`src/rtl/core/dqvp_pkg.sv`:
```
// Package for the dq voltage to phase voltage transform.
// Holds word types, configuration types, the quarter-wave sine ROM and shared arithmetic helpers.
`default_nettype none

package dqvp_pkg;

  localparam int SineTableEntries = 256;
  localparam int SineIdxW         = $clog2(SineTableEntries + 1);
  localparam int SineProdW        = 14 + SineIdxW;
  localparam int Q15One           = 32767;
  localparam int Sqrt3Scaled      = 56753;
  localparam int DivStages        = 16;

  localparam logic [14:0] PoleResetVal   = 15'd7;
  localparam logic [14:0] SupplyResetVal = 15'd3072;
  localparam logic [14:0] LimitResetVal  = 15'd1536;

  // Polynomial coefficients for sin(x), x in Q30 of a quarter turn
  localparam logic [63:0] Pc1 = 64'd1686629713;
  localparam logic [63:0] Pc3 = 64'd693598668;
  localparam logic [63:0] Pc5 = 64'd85569306;
  localparam logic [63:0] Pc7 = 64'd5026990;
  localparam logic [63:0] Pc9 = 64'd172271;

  typedef enum logic [1:0] {
    RegPolePairs   = 2'd0,
    RegSupply      = 2'd1,
    RegLimit       = 2'd2,
    RegInvert      = 2'd3
  } cfg_reg_e;

  typedef struct packed {
    logic signed [15:0] target_d_volts;
    logic signed [15:0] target_q_volts;
    logic        [15:0] mech_angle;
  } in_word_t;

  typedef struct packed {
    logic signed [15:0] phase_a;
    logic signed [15:0] phase_b;
    logic signed [15:0] phase_c;
    logic        [15:0] elec_angle;
  } out_word_t;

  // supply is already forced to at least one
  typedef struct packed {
    logic [7:0]  pole_pairs;
    logic [14:0] supply;
    logic [14:0] limit;
    logic        invert;
  } cfg_t;

  typedef struct packed {
    logic               neg_d;
    logic               neg_q;
    logic               ovf_d;
    logic               ovf_q;
    logic signed [15:0] sin;
    logic signed [15:0] cos;
    logic        [15:0] eang;
  } side_t;

  typedef struct packed {
    logic [29:0] rem_d;
    logic [29:0] rem_q;
    logic [15:0] quo_d;
    logic [15:0] quo_q;
    side_t       side;
  } div_word_t;

  typedef logic [14:0] sine_rom_t [SineTableEntries + 1];

  function automatic sine_rom_t gen_sine_rom();
    sine_rom_t   rom;
    logic [63:0] p, p2, p3, p5, p7, p9, s, q;
    for (int i = 0; i <= SineTableEntries; i++) begin
      p  = (64'(i) << 30) / 64'(SineTableEntries);
      p2 = (p * p) >> 30;
      p3 = (p2 * p) >> 30;
      p5 = (p3 * p2) >> 30;
      p7 = (p5 * p2) >> 30;
      p9 = (p7 * p2) >> 30;
      s  = ((Pc1 * p) >> 30) - ((Pc3 * p3) >> 30) + ((Pc5 * p5) >> 30)
         - ((Pc7 * p7) >> 30) + ((Pc9 * p9) >> 30);
      q  = (s * 64'(Q15One) + (64'd1 << 29)) >> 30;
      rom[i] = (q > 64'(Q15One)) ? 15'(Q15One) : q[14:0];
    end
    return rom;
  endfunction

  localparam sine_rom_t SineRom = gen_sine_rom();

  // Truncating divide by 32767 for magnitudes below 2^31:
  // m = q0*32768 + lo = q0*32767 + (q0 + lo), then fix up the small remainder
  function automatic logic [17:0] div_q15one(logic [31:0] m);
    logic [17:0] q0;
    logic [17:0] r;
    q0 = {1'b0, m[31:15]};
    r  = q0 + {3'd0, m[14:0]};
    return q0 + 18'(r >= 18'(Q15One)) + 18'(r >= 18'(2 * Q15One))
              + 18'(r >= 18'(3 * Q15One));
  endfunction

  function automatic logic signed [15:0] sat16(logic signed [33:0] v);
    if (v > 34'sd32767) begin
      return 16'sh7fff;
    end else if (v < -34'sd32768) begin
      return -16'sh8000;
    end
    return v[15:0];
  endfunction

endpackage

`default_nettype wire

```
`src/rtl/core/dqvp_div.sv`:
```
// Pipelined restoring divider: one quotient bit per stage for both the d and q lanes.
// Carries the angle and sign sideband alongside. Depends on dqvp_pkg.
`default_nettype none

module dqvp_div import dqvp_pkg::*; (
  input  wire logic       clk_i,
  input  wire logic       rst_ni,
  input  wire logic       en_i,
  input  wire logic       valid_i,
  input  wire div_word_t  word_i,
  input  wire logic [14:0] supply_i,
  output logic            valid_o,
  output div_word_t       word_o
);

  div_word_t stage_q [DivStages];
  logic      valid_q [DivStages];

  for (genvar k = 0; k < DivStages; k++) begin : g_stage
    localparam int Sh = DivStages - 1 - k;
    div_word_t   src, nxt;
    logic        src_valid;
    logic [30:0] dsh;

    if (k == 0) begin : g_first
      assign src       = word_i;
      assign src_valid = valid_i;
    end else begin : g_next
      assign src       = stage_q[k-1];
      assign src_valid = valid_q[k-1];
    end

    assign dsh = 31'(supply_i) << Sh;

    always_comb begin
      nxt = src;
      if ({1'b0, src.rem_d} >= dsh) begin
        nxt.rem_d     = src.rem_d - dsh[29:0];
        nxt.quo_d[Sh] = 1'b1;
      end
      if ({1'b0, src.rem_q} >= dsh) begin
        nxt.rem_q     = src.rem_q - dsh[29:0];
        nxt.quo_q[Sh] = 1'b1;
      end
    end

    always_ff @(posedge clk_i or negedge rst_ni) begin
      if (!rst_ni) begin
        valid_q[k] <= 1'b0;
      end else if (en_i) begin
        valid_q[k] <= src_valid;
      end
    end

    always_ff @(posedge clk_i) begin
      if (en_i) begin
        stage_q[k] <= nxt;
      end
    end
  end

  assign valid_o = valid_q[DivStages-1];
  assign word_o  = stage_q[DivStages-1];

endmodule

`default_nettype wire

```
`config.mk`:
```
export PLATFORM = sky130hd
export DESIGN_NAME = dqvp_div
export DESIGN_NICKNAME = d
export VERILOG_FILES = /design/src/rtl/core/dqvp_pkg.sv /design/src/rtl/core/dqvp_div.sv
export SDC_FILE = /design/constraint.sdc
export NUM_CORES = 2
export LEC_CHECK = 0
export BUFFER_PORTS_ARGS = -buffer_cell sky130_fd_sc_hd__buf_2
export CORE_UTILIZATION = 52
export CTS_CLUSTER_DIAMETER = 60
export DETAILED_ROUTE_END_ITERATION = 8
export GPL_TIMING_DRIVEN = 0
export PLACE_DENSITY = 0.72
export SYNTH_ARGS = -nofsm -noshare
export SYNTH_HDL_FRONTEND = slang
export SYNTH_SLANG_ARGS = --single-unit
```
`constraint.sdc`:
```
create_clock -name clk_i -period 4.1 [get_ports clk_i]
set_input_delay 0.41 -clock clk_i [delete_from_list [all_inputs] [get_ports clk_i]]
set_output_delay 0.41 -clock clk_i [all_outputs]
set_load 0.02 [all_outputs]
```
==> summary.md <==
| Metric | Value |
|---|---|
| Worst hold slack | `0.104 ns` |
| Fmax | `0.259 GHz` |
| Yosys top cell area share | `67.3%` |
| Row Count | `162` |
| Root buf cell | `clkbuf_16` |
| Crit path time final | `3.86 ns` |
| H-Tree Depth | `4` |
| Port-buffer cells | `307` |
| Final Cycle Share | `94.2%` |
| Fin Setup TNS | `0 ns` |
| Most frequent cell after synthesis | `edfxtp_1` |
| Synth Cell Area | `103000 um2` |
| Type of destination of the critical path | `flip-flop` |
| Core area | `196000 um2` |
| Peak supply drop | `0.000461 V` |
| Initial antenna violation count | `3` |
| M2 GR Usage | `33.0%` |
| Vias in the first global route | `59535` |
| Die height | `447 um` |
| LEAKAGE | `42.5 nW` |
| Die Area | `200000 um2` |
| Routability cong. | `0.927` |
| Status | `completed` |
| Vias | `59414` |
| Synth area leader | `edfxtp_1` |
| Clock Latency Late Sink | `0.86 ns` |
| Die Width | `447 um` |
| First-pass GRT wire length | `301000 um` |
| Dominant synthesized flop cell | `edfxtp_1` |
| Number of library cell types mapped by synthesis | `83` |
| Crit-path max FO | `4` |
| Antenna Violating Nets Remaining | `0` |
| Synth Instances | `7203` |
| Critical Path Start Type | `flip-flop` |
| WS Path Type | `reg2reg` |
| FFs w/ async S/R, synth | `0.690%` |
| Total grt overflow | `0` |
| Clock Sinks | `2320` |
| Number of synthesized flops with an enable pin | `2304` |
| Clock transition at path regs | `0.06 ns` |
| Met3 Usage GRT | `2.73%` |
| Area Growth Syn to Fin | `14.5%` |
| Vias per cell | `5.53` |
| Worst Reg2Reg Path Length in Cells | `11` |
| Max Cap Viol | `0` |
| Iter 0 DRT Violations | `3586` |
| Drt total wl | `191000 um` |
| Num CTS Buffers | `237` |
| Top-Level Pins | `308` |
| Slew HR | `22.1%` |
| Met1 Track Usage GR | `23.0%` |
| YS warnings | `0` |
| Worst hold stages | `3` |
| Placed Instance Area | `108000 um2` |
| Initial cell density of the core | `52.5%` |
| Least-Margin Pin Slew | `1.15 ns` |
| RSZ-0062 raised after global routing | `no` |
| Share of cells above drive strength 1 | `11.4%` |
| Setup Viol. Count Final | `0` |
| Pwr Total | `0.0745 W` |
| CTS tree | `built` |
| Fin. max-slew vios | `0` |
| Post-route cell area | `118000 um2` |
| Synth area leaders | `edfxtp_1 (67%), ha_1 (5.8%), xnor2_1 (2.6%)` |
| Commonest cells in the synthesized netlist | `edfxtp_1 (2304), ha_1 (480), nand2_1 (469)` |
| Global-route usage over all layers | `18.9%` |
| PwrDens | `633 nW/um2` |
| Post-DP HPWL | `132000 um` |
| Post-synth net total | `7878` |
| Min-Delay Path Class | `in2reg` |
| Gr busiest metal | `met2` |
| Setup Skew | `0.0226 ns` |
| Routed WL per cell | `17.8 um` |
| DRT Pass-1 Iters | `6` |
| Hold Fails Final Rpt | `0` |
| Average size of a mapped cell | `14.3 um2` |
| Final Net Count | `8601` |
| DRC viols | `0` |
| Worst EP arrival | `4.48 ns` |
| Largest net degree at the start of global routing | `183` |
| Yosys reg bits | `2320` |
| Register area share after synthesis | `67.6%` |
| Fillers | `14830` |
| CTS Buffer Depth | `3` |
| Worst path required time | `4.71 ns` |
## area by class of cell
| class | instances | area (um2) | area share, % |
|---|---|---|---|
| diodes | 1 | 2.50 | 0.00212 |
| plain buffers | 113 | 440 | 0.374 |
| clock buffers | 283 | 6120 | 5.20 |
| clock inverters | 153 | 1660 | 1.41 |
| inverters | 176 | 664 | 0.564 |
| multi-input cells | 4594 | 32200 | 27.4 |
| flip-flops and latches | 2320 | 69600 | 59.1 |
| well taps | 2624 | 3280 | 2.79 |
| repair buffers | 484 | 3770 | 3.20 |
## through the flow
step	cells	setup slack (ns)	util, %
final	10748	0.236	60.1
after global routing	10748	0.000839	60.1
after CTS	10746	0.00412	60.1
after detailed placement	10163	-1.43	55.4
after global placement	10134	-32.69	55.0
after floorplan	7203	0.0152	-
## logic make-up after synthesis
| kind of cell | synth area share, % |
|---|---|
| fa+ha+maj | 6.46 |
| simple gates | 9.18 |
| flops | 67.6 |
| mux | 1.70 |
| xor+xnor | 4.87 |
| compound gates | 9.09 |
| buf+inv | 1.07 |
## sequential cells by signal, summed over array words and instances (netlist names)
register           count
g_stage.src_valid     15
valid_o                1
stage_q             2304
## critical path, stage by stage (launching register included)
cell,delay (ns)
edfxtp_1,0.33
inv_1,0.06
ha_1,0.21
fa_1,0.40
nand2b_1,0.15
a21boi_0,0.27
o21ai_0,0.22
a211oi_2,0.45
nor2_1,0.21
o31ai_1,0.50
or4b_2,0.65
xnor2_1,0.16
## where the power goes
| part | switching (W) | internal, W | total [W] |
|---|---|---|---|
| logic | 0.0111 | 0.00871 | 0.0198 |
| clock network | 0.00874 | 0.0124 | 0.0212 |
| registers | 0.00213 | 0.0314 | 0.0335 |
| total | 0.0220 | 0.0525 | 0.0745 |
## path summary, 6_finish.rpt
kind / from / endpoint / slack, ns
max in group asynchronous: rst_ni / g_stage[6].src_valid$_DFFE_PN0P_ / 2.98
min in group asynchronous: rst_ni / g_stage[1].src_valid$_DFFE_PN0P_ / 0.68
max: stage_q[1][376]$_DFFE_PP_ / stage_q[1][542]$_DFFE_PP_ / 0.24
min reg2reg: stage_q[0][201]$_DFFE_PP_ / stage_q[0][345]$_DFFE_PP_ / 0.40
min: word_i[143] / stage_q[0][143]$_DFFE_PP_ / 0.10
max reg2reg: stage_q[1][376]$_DFFE_PP_ / stage_q[1][542]$_DFFE_PP_ / 0.24
## repair_timing
action                     4_1_cts  5_1_grt
cloned                           1        1
resized for setup                2       13
setup endpoints to repair      159      114
hold buffers                   146        0
buffers inserted                 0        0
hold endpoints to repair       160        0
## cell usage in the layout (no fill, tap or decap), drive strengths merged, types with 44 or more instances in the layout
| cell | instances |
|---|---|
| or3 | 72 |
| nor3 | 156 |
| ha | 480 |
| clkbuf | 379 |
| nand4 | 70 |
| o21a | 83 |
| xor2 | 262 |
| a21oi | 419 |
| a21o | 173 |
| clkinv | 92 |
| nor2b | 84 |
| dlygate4sd3 | 146 |
| nand2b | 106 |
| edfxtp | 2304 |
| o31ai | 44 |
| inv | 193 |
| nand2 | 469 |
| and3 | 52 |
| o21ai | 425 |
| xnor2 | 310 |
| mux2 | 138 |
| buf | 354 |
| nand3 | 122 |
| nor2 | 407 |
| nor4 | 97 |
## per-layer routing
metal | vias to the layer above | wire length, um
met2 | 1461 | 94600
li1 | 29188 | -
met4 | 0 | 7880
met5 | - | 0
met3 | 449 | 7480
met1 | 28316 | 80900
No activity file was read; power rests on OpenSTA's default activity.
