## config.mk

```make
export PLATFORM = sky130hd
export DESIGN_NAME = dqvp_rotate
export DESIGN_NICKNAME = d
export VERILOG_FILES = /design/src/rtl/core/dqvp_pkg.sv /design/src/rtl/core/dqvp_rotate.sv
export SDC_FILE = /design/constraint.sdc
export NUM_CORES = 2
export LEC_CHECK = 0
export BUFFER_PORTS_ARGS = -buffer_cell sky130_fd_sc_hd__buf_2
export CORE_ASPECT_RATIO = 0.6
export CORE_UTILIZATION = 70
export DETAILED_ROUTE_END_ITERATION = 12
export PLACE_DENSITY = 0.88
export SKIP_LAST_GASP = 1
export SLEW_MARGIN = 20
export SYNTH_ARGS = -nofsm -noshare
export SYNTH_HDL_FRONTEND = slang
export SYNTH_SLANG_ARGS = --single-unit
```

## constraint.sdc

```tcl
create_clock -name clk_i -period 11 [get_ports clk_i]
set_input_delay 1.1 -clock clk_i [delete_from_list [all_inputs] [get_ports clk_i]]
set_output_delay 1.1 -clock clk_i [all_outputs]
set_load 0.02 [all_outputs]
```

## src/rtl/core/dqvp_pkg.sv

```systemverilog
// Package for the dq voltage to phase voltage transform.
// Holds word types, configuration types, the quarter-wave sine ROM and shared arithmetic helpers.
`default_nettype none

package dqvp_pkg;

  localparam int SineTableEntries = 256;
  localparam int SineIdxW         = $clog2(SineTableEntries + 1);
  localparam int SineProdW        = 14 + SineIdxW;
  localparam int Q15One           = 32767;
  localparam int Sqrt3Scaled      = 56753;
  localparam int DivStages        = 16;

  localparam logic [14:0] PoleResetVal   = 15'd7;
  localparam logic [14:0] SupplyResetVal = 15'd3072;
  localparam logic [14:0] LimitResetVal  = 15'd1536;

  // Polynomial coefficients for sin(x), x in Q30 of a quarter turn
  localparam logic [63:0] Pc1 = 64'd1686629713;
  localparam logic [63:0] Pc3 = 64'd693598668;
  localparam logic [63:0] Pc5 = 64'd85569306;
  localparam logic [63:0] Pc7 = 64'd5026990;
  localparam logic [63:0] Pc9 = 64'd172271;

  typedef enum logic [1:0] {
    RegPolePairs   = 2'd0,
    RegSupply      = 2'd1,
    RegLimit       = 2'd2,
    RegInvert      = 2'd3
  } cfg_reg_e;

  typedef struct packed {
    logic signed [15:0] target_d_volts;
    logic signed [15:0] target_q_volts;
    logic        [15:0] mech_angle;
  } in_word_t;

  typedef struct packed {
    logic signed [15:0] phase_a;
    logic signed [15:0] phase_b;
    logic signed [15:0] phase_c;
    logic        [15:0] elec_angle;
  } out_word_t;

  // supply is already forced to at least one
  typedef struct packed {
    logic [7:0]  pole_pairs;
    logic [14:0] supply;
    logic [14:0] limit;
    logic        invert;
  } cfg_t;

  typedef struct packed {
    logic               neg_d;
    logic               neg_q;
    logic               ovf_d;
    logic               ovf_q;
    logic signed [15:0] sin;
    logic signed [15:0] cos;
    logic        [15:0] eang;
  } side_t;

  typedef struct packed {
    logic [29:0] rem_d;
    logic [29:0] rem_q;
    logic [15:0] quo_d;
    logic [15:0] quo_q;
    side_t       side;
  } div_word_t;

  typedef logic [14:0] sine_rom_t [SineTableEntries + 1];

  function automatic sine_rom_t gen_sine_rom();
    sine_rom_t   rom;
    logic [63:0] p, p2, p3, p5, p7, p9, s, q;
    for (int i = 0; i <= SineTableEntries; i++) begin
      p  = (64'(i) << 30) / 64'(SineTableEntries);
      p2 = (p * p) >> 30;
      p3 = (p2 * p) >> 30;
      p5 = (p3 * p2) >> 30;
      p7 = (p5 * p2) >> 30;
      p9 = (p7 * p2) >> 30;
      s  = ((Pc1 * p) >> 30) - ((Pc3 * p3) >> 30) + ((Pc5 * p5) >> 30)
         - ((Pc7 * p7) >> 30) + ((Pc9 * p9) >> 30);
      q  = (s * 64'(Q15One) + (64'd1 << 29)) >> 30;
      rom[i] = (q > 64'(Q15One)) ? 15'(Q15One) : q[14:0];
    end
    return rom;
  endfunction

  localparam sine_rom_t SineRom = gen_sine_rom();

  // Truncating divide by 32767 for magnitudes below 2^31:
  // m = q0*32768 + lo = q0*32767 + (q0 + lo), then fix up the small remainder
  function automatic logic [17:0] div_q15one(logic [31:0] m);
    logic [17:0] q0;
    logic [17:0] r;
    q0 = {1'b0, m[31:15]};
    r  = q0 + {3'd0, m[14:0]};
    return q0 + 18'(r >= 18'(Q15One)) + 18'(r >= 18'(2 * Q15One))
              + 18'(r >= 18'(3 * Q15One));
  endfunction

  function automatic logic signed [15:0] sat16(logic signed [33:0] v);
    if (v > 34'sd32767) begin
      return 16'sh7fff;
    end else if (v < -34'sd32768) begin
      return -16'sh8000;
    end
    return v[15:0];
  endfunction

endpackage

`default_nettype wire

```

## src/rtl/core/dqvp_rotate.sv

```systemverilog
// Back end: signed scaled voltages, inverse Park, inverse Clarke and the output register.
// Eight register stages. Depends on dqvp_pkg.
`default_nettype none

module dqvp_rotate import dqvp_pkg::*; (
  input  wire logic      clk_i,
  input  wire logic      rst_ni,
  input  wire logic      en_i,
  input  wire logic      valid_i,
  input  wire div_word_t word_i,
  output logic           valid_o,
  output out_word_t      word_o
);

  function automatic logic signed [15:0] signed_u(logic [15:0] quo, logic neg,
                                                  logic ovf);
    logic signed [33:0] v;
    if (ovf) begin
      v = neg ? -34'sd32768 : 34'sd32767;
    end else begin
      v = neg ? -signed'(34'(quo)) : signed'(34'(quo));
    end
    return sat16(v);
  endfunction

  logic [7:0] valid_q;

  // stage 0: scaled voltages
  logic signed [15:0] ud_q, uq_q, sin0_q, cos0_q;
  logic [15:0]        eang0_q;
  // stage 1: products
  logic signed [31:0] p_cd_q, p_sq_q, p_sd_q, p_cq_q;
  logic [15:0]        eang1_q;
  // stage 2: alpha/beta numerators as sign and magnitude
  logic signed [32:0] sa, sb;
  logic [32:0]        na, nb;
  logic [31:0]        ma_q, mb_q;
  logic               sga_q, sgb_q;
  logic [15:0]        eang2_q;
  // stage 3: alpha, beta
  logic signed [15:0] alpha3_q, beta3_q;
  logic [15:0]        eang3_q;
  // stage 4: sqrt3 * beta magnitude
  logic [16:0]        babs;
  logic [32:0]        tprod;
  logic [31:0]        mt_q;
  logic               sgt_q;
  logic signed [15:0] alpha4_q;
  logic [15:0]        eang4_q;
  // stage 5: twice phase b before halving
  logic [17:0]        tq;
  logic signed [18:0] t5;
  logic signed [19:0] x5_q;
  logic signed [15:0] alpha5_q;
  logic [15:0]        eang5_q;
  // stage 6: phase a and b
  logic signed [19:0] xr;
  logic signed [19:0] xh;
  logic signed [15:0] pa6_q, pb6_q;
  logic [15:0]        eang6_q;
  // stage 7: output register
  out_word_t          out_q;

  always_ff @(posedge clk_i or negedge rst_ni) begin
    if (!rst_ni) begin
      valid_q <= '0;
    end else if (en_i) begin
      valid_q <= {valid_q[6:0], valid_i};
    end
  end

  always_comb begin
    sa    = 33'(p_cd_q) - 33'(p_sq_q);
    sb    = 33'(p_sd_q) + 33'(p_cq_q);
    na    = -sa;
    nb    = -sb;
    babs  = beta3_q[15] ? 17'(-signed'(17'(beta3_q))) : 17'(beta3_q);
    tprod = 33'(babs) * 33'(Sqrt3Scaled);
    tq    = div_q15one(mt_q);
    t5    = sgt_q ? -signed'(19'(tq)) : signed'(19'(tq));
    // halve with truncation toward zero
    xr    = x5_q + signed'(20'(x5_q[19]));
    xh    = xr >>> 1;
  end

  always_ff @(posedge clk_i) begin
    if (en_i) begin
      ud_q    <= signed_u(word_i.quo_d, word_i.side.neg_d, word_i.side.ovf_d);
      uq_q    <= signed_u(word_i.quo_q, word_i.side.neg_q, word_i.side.ovf_q);
      sin0_q  <= word_i.side.sin;
      cos0_q  <= word_i.side.cos;
      eang0_q <= word_i.side.eang;

      p_cd_q  <= cos0_q * ud_q;
      p_sq_q  <= sin0_q * uq_q;
      p_sd_q  <= sin0_q * ud_q;
      p_cq_q  <= cos0_q * uq_q;
      eang1_q <= eang0_q;

      ma_q    <= sa[32] ? na[31:0] : sa[31:0];
      mb_q    <= sb[32] ? nb[31:0] : sb[31:0];
      sga_q   <= sa[32];
      sgb_q   <= sb[32];
      eang2_q <= eang1_q;

      alpha3_q <= sat16(sga_q ? -signed'(34'(div_q15one(ma_q)))
                              : signed'(34'(div_q15one(ma_q))));
      beta3_q  <= sat16(sgb_q ? -signed'(34'(div_q15one(mb_q)))
                              : signed'(34'(div_q15one(mb_q))));
      eang3_q  <= eang2_q;

      mt_q     <= tprod[31:0];
      sgt_q    <= beta3_q[15];
      alpha4_q <= alpha3_q;
      eang4_q  <= eang3_q;

      x5_q     <= 20'(t5) - 20'(alpha4_q);
      alpha5_q <= alpha4_q;
      eang5_q  <= eang4_q;

      pa6_q    <= alpha5_q;
      pb6_q    <= sat16(34'(xh));
      eang6_q  <= eang5_q;

      out_q.phase_a    <= pa6_q;
      out_q.phase_b    <= pb6_q;
      out_q.phase_c    <= sat16(-(34'(pa6_q) + 34'(pb6_q)));
      out_q.elec_angle <= eang6_q;
    end
  end

  assign valid_o = valid_q[7];
  assign word_o  = out_q;

endmodule

`default_nettype wire
```

==> impl_summary.md <==
Place
Buffers placed on the I/O ports in this run total 152. Detailed placement ended at an HPWL of 138.4 mm. The final weighted congestion of routability-driven global placement is 0.9749.

Finish
The signed area change from the synthesized netlist to the final layout is 5.439%. Leaving out fill and tap cells, the most frequent cell in the layout is sky130_fd_sc_hd__inv_1. The post-route netlist has 4.928% of its cells at a drive strength greater than 1.

Counting the fill cells in the layout gives 6771. The number of nets in the finished design is 9484. In the layout the commonest cells are sky130_fd_sc_hd__inv_1 (1435), sky130_fd_sc_hd__fa_1 (1169), sky130_fd_sc_hd__nand2_1 (779), sky130_fd_sc_hd__ha_1 (623), sky130_fd_sc_hd__edfxtp_1 (583).

Min path
The worst min-delay path category is input port to async pin.

Synthesis
The synthesis-stage register bit count is 591. The number of warnings reported in the yosys synthesis log is 0. The post-synthesis cell area is 75540 um2. The average cell area after synthesis is 10.05 um2.

After synthesis, the netlist uses 99 different library cells. Synthesis produced 7517 cells. The most used flip-flop cell after synthesis is sky130_fd_sc_hd__edfxtp_1. The number of flops mapped to enable cells by yosys is 583. Of the synthesized area, sequential elements account for 23.44%. The share of synthesized registers carrying an async set or reset is 1.354%.

Floorplan
The die footprint is 109300 um2. The floorplan has 92 rows. The number of ports placed on the die boundary is 213. The chip height is 256.5 um. The region available for standard cell placement spans 106000 um2. The initial cell density of the core is 71.25%.

The die is 426.1 um wide.

CTS
TritonCTS built the clock tree. At the later pin of the worst-skew pair, clock insertion delay measures 0.73 ns. The clock transition at the registers of the reported paths is 0.07 ns.

The number of levels in the clock H-tree is 2. The quantity of hold-fixing buffers added after cts is 0. Once the clock tree was built, the setup fixing pass inserted 0 buffers. The count of cells resized by post-cts repair is 0. The number of clock sinks is 591.

The buffer levels on the longest clock path is 3. The master cell of the clock root buffer is sky130_fd_sc_hd__clkbuf_16. Clock tree synthesis inserted a total of 58 buffers.

Critical path
The critical path data required time is 11.53 ns. Of all nets on the critical path, the largest fanout is 9. The worst register-to-register path ends at x5_q[19]. In this run the number of cells on the critical path is 30.

Broken down by cell family, the worst path's largest delay share belongs to compound AO/OA/AOI/OAI gates. The critical path's largest stage delay is 0.86 ns. The worst setup path is of the register to register kind. Data on the critical path arrives at its endpoint at 9.36 ns. STA classifies the critical path startpoint as a register. The most critical setup path has its endpoint at x5_q[19]. The worst flop-to-flop path startpoint is mt_q[17]. The combined buffer and inverter count along the critical path is 1. The critical path capture point type is a register.

The slowest stage of the critical path belongs to the cell sky130_fd_sc_hd__a2111oi_0. The reg2reg setup slack is 2.17 ns. The timing startpoint of the critical path is mt_q[17]. The worst register-to-register path has a depth of 30.

Route
The post-route DRC violation count is 0. The total vias in the final route is 55130. The first detailed-routing pass ran for 10 iterations.

After the first detailed-routing iteration, the DRC count stood at 5674. The mean routed wirelength per cell is 20.33 um. Summed over all layers, the routed wires come to 183.0 mm. The ratio of routed vias to standard cells is 6.124. The count of nets left with antenna violations once routing finished came out at 0.

Flow run
The number of violations of the max-capacitance limit is 0.

GRT
Global routing used 34.47% of the available tracks. Global routing finished with a remaining overflow of 0. Entering global routing, the biggest net connects 199 pins. The initial antenna violation count is 4. The first global-routing pass estimated 298.7 mm of wire. The via count of the first global-routing pass is 58110.

STA
Static timing analysis puts the maximum clock frequency at 113.2 MHz. At the pin with the least slew margin, the transition time is 1.144 ns. Setup repair after global routing left no endpoint under its margin. In the final timing run, aggregate negative setup slack is 0 ns.

Setup violations remaining at the end of the flow were counted as 0. The final count of pins violating max slew is 0. The hold violation total from the final report is 0. The final critical delay including setup and external delays is 8.831 ns.

Across the routed clock network, the largest skew measured is 0.06574 ns. The final period utilization is 80.28%. The worst slew margin relative to its limit is 23.17%.

Status
The flow ran to the end, and the final reports show no timing, DRC or antenna violations.
[final cells by class]
type                            instances  area (um2)  area share, %
Antenna cell                            2       5.005       0.006283
Timing Repair Buffer                  223        1340          1.682
Inverter                             1435        5386          6.763
Tap cell                             1410        1764          2.215
Clock inverter                         43       508.0         0.6378
Sequential cell                       591       17710          22.23
Multi-Input combinational cell       5235       51470          64.62
Clock buffer                           63        1470          1.846
[how the worst min path moves through the flow]
stage / startpoint / endpoint / slack [ns] / depth (start not counted)
5_1_grt: rst_ni / valid_q[2] / 0.26 / 1
2_1_floorplan: alpha3_q[0] / alpha4_q[0] / 0.40 / 0
3_5_place_dp: eang1_q[7] / eang2_q[7] / 0.40 / 0
3_3_place_gp: eang0_q[4] / eang1_q[4] / 0.40 / 0
4_1_cts: rst_ni / valid_q[5] / 0.24 / 1
6_report: rst_ni / valid_q[0] / 0.27 / 1
[synth_stat cells (41+ instances only)]
library cell | n | area share, %
sky130_fd_sc_hd__nand2_1 | 779 | 3.9
sky130_fd_sc_hd__ha_1 | 623 | 10
sky130_fd_sc_hd__clkbuf_1 | 250 | 1.2
sky130_fd_sc_hd__nand3_1 | 107 | 0.71
sky130_fd_sc_hd__inv_1 | 1435 | 7.1
sky130_fd_sc_hd__and3_1 | 41 | 0.34
sky130_fd_sc_hd__nor2_1 | 279 | 1.4
sky130_fd_sc_hd__and2_1 | 410 | 3.4
sky130_fd_sc_hd__o21a_1 | 41 | 0.41
sky130_fd_sc_hd__xor2_1 | 130 | 1.5
sky130_fd_sc_hd__a31oi_1 | 45 | 0.37
sky130_fd_sc_hd__o21ai_0 | 239 | 1.6
sky130_fd_sc_hd__fa_1 | 1169 | 31
sky130_fd_sc_hd__nand2b_1 | 97 | 0.80
sky130_fd_sc_hd__xnor2_1 | 322 | 3.7
sky130_fd_sc_hd__edfxtp_1 | 583 | 23
sky130_fd_sc_hd__nor3_1 | 88 | 0.58
sky130_fd_sc_hd__a21oi_1 | 227 | 1.5
sky130_fd_sc_hd__a21o_1 | 107 | 1.1
[cell families (layout without fill, tap and decap cells)]
kind of cell	Yosys count	count (layout)	share of synthesized area (%)
and+or+nand+nor	2008	2008	13.06
adders and majority gates	1793	1793	41.31
buffers and inverters	1695	1764	8.446
AOI/OAI and AO/OA	955	955	8.192
DFF	591	591	23.44
xor gates and xnor gates	452	452	5.241
muxes	21	21	0.2981
other	2	8	0.009942
[stage by stage]
step / util [%] / std cells / area (um2) / setup slack, ns / hold slack (ns)
6_report: 75.13 / 9002 / 79650 / 2.169 / 0.2696
5_1_grt: 75.13 / 9000 / 79650 / 1.712 / 0.2553
4_1_cts: 75.11 / 8999 / 79630 / 2.468 / 0.2398
3_5_place_dp: 73.24 / 8893 / 77650 / 2.675 / 0.4045
3_3_place_gp: 73.24 / 8893 / 77650 / 2.981 / 0.4004
2_1_floorplan: - / 7521 / 75560 / 3.828 / 0.4003
[routing by layer]
layer / GRT usage [%] / routed length [um] / vias up / share of wire [%]
met3: 9.217 / 22990 / 541 / 13
met4: 11.44 / 6951 / 4 / 3.8
met2: 52.08 / 79820 / 3317 / 44
met5: 0 / 369 / - / 0.20
li1: - / - / 24150 / -
met1: 48.70 / 72890 / 27110 / 40
[flip-flops by register name, indices dropped and copies added (netlist names), 32 cells and up]
| signal | cells |
|---|---|
| mt_q | 32 |
| p_cq_q | 32 |
| p_sq_q | 32 |
| word_o | 64 |
| p_sd_q | 32 |
| mb_q | 32 |
| ma_q | 32 |
| p_cd_q | 32 |
Power is not shown: default switching activity piles up to over one toggle a cycle in this logic, so the estimate is an artifact.
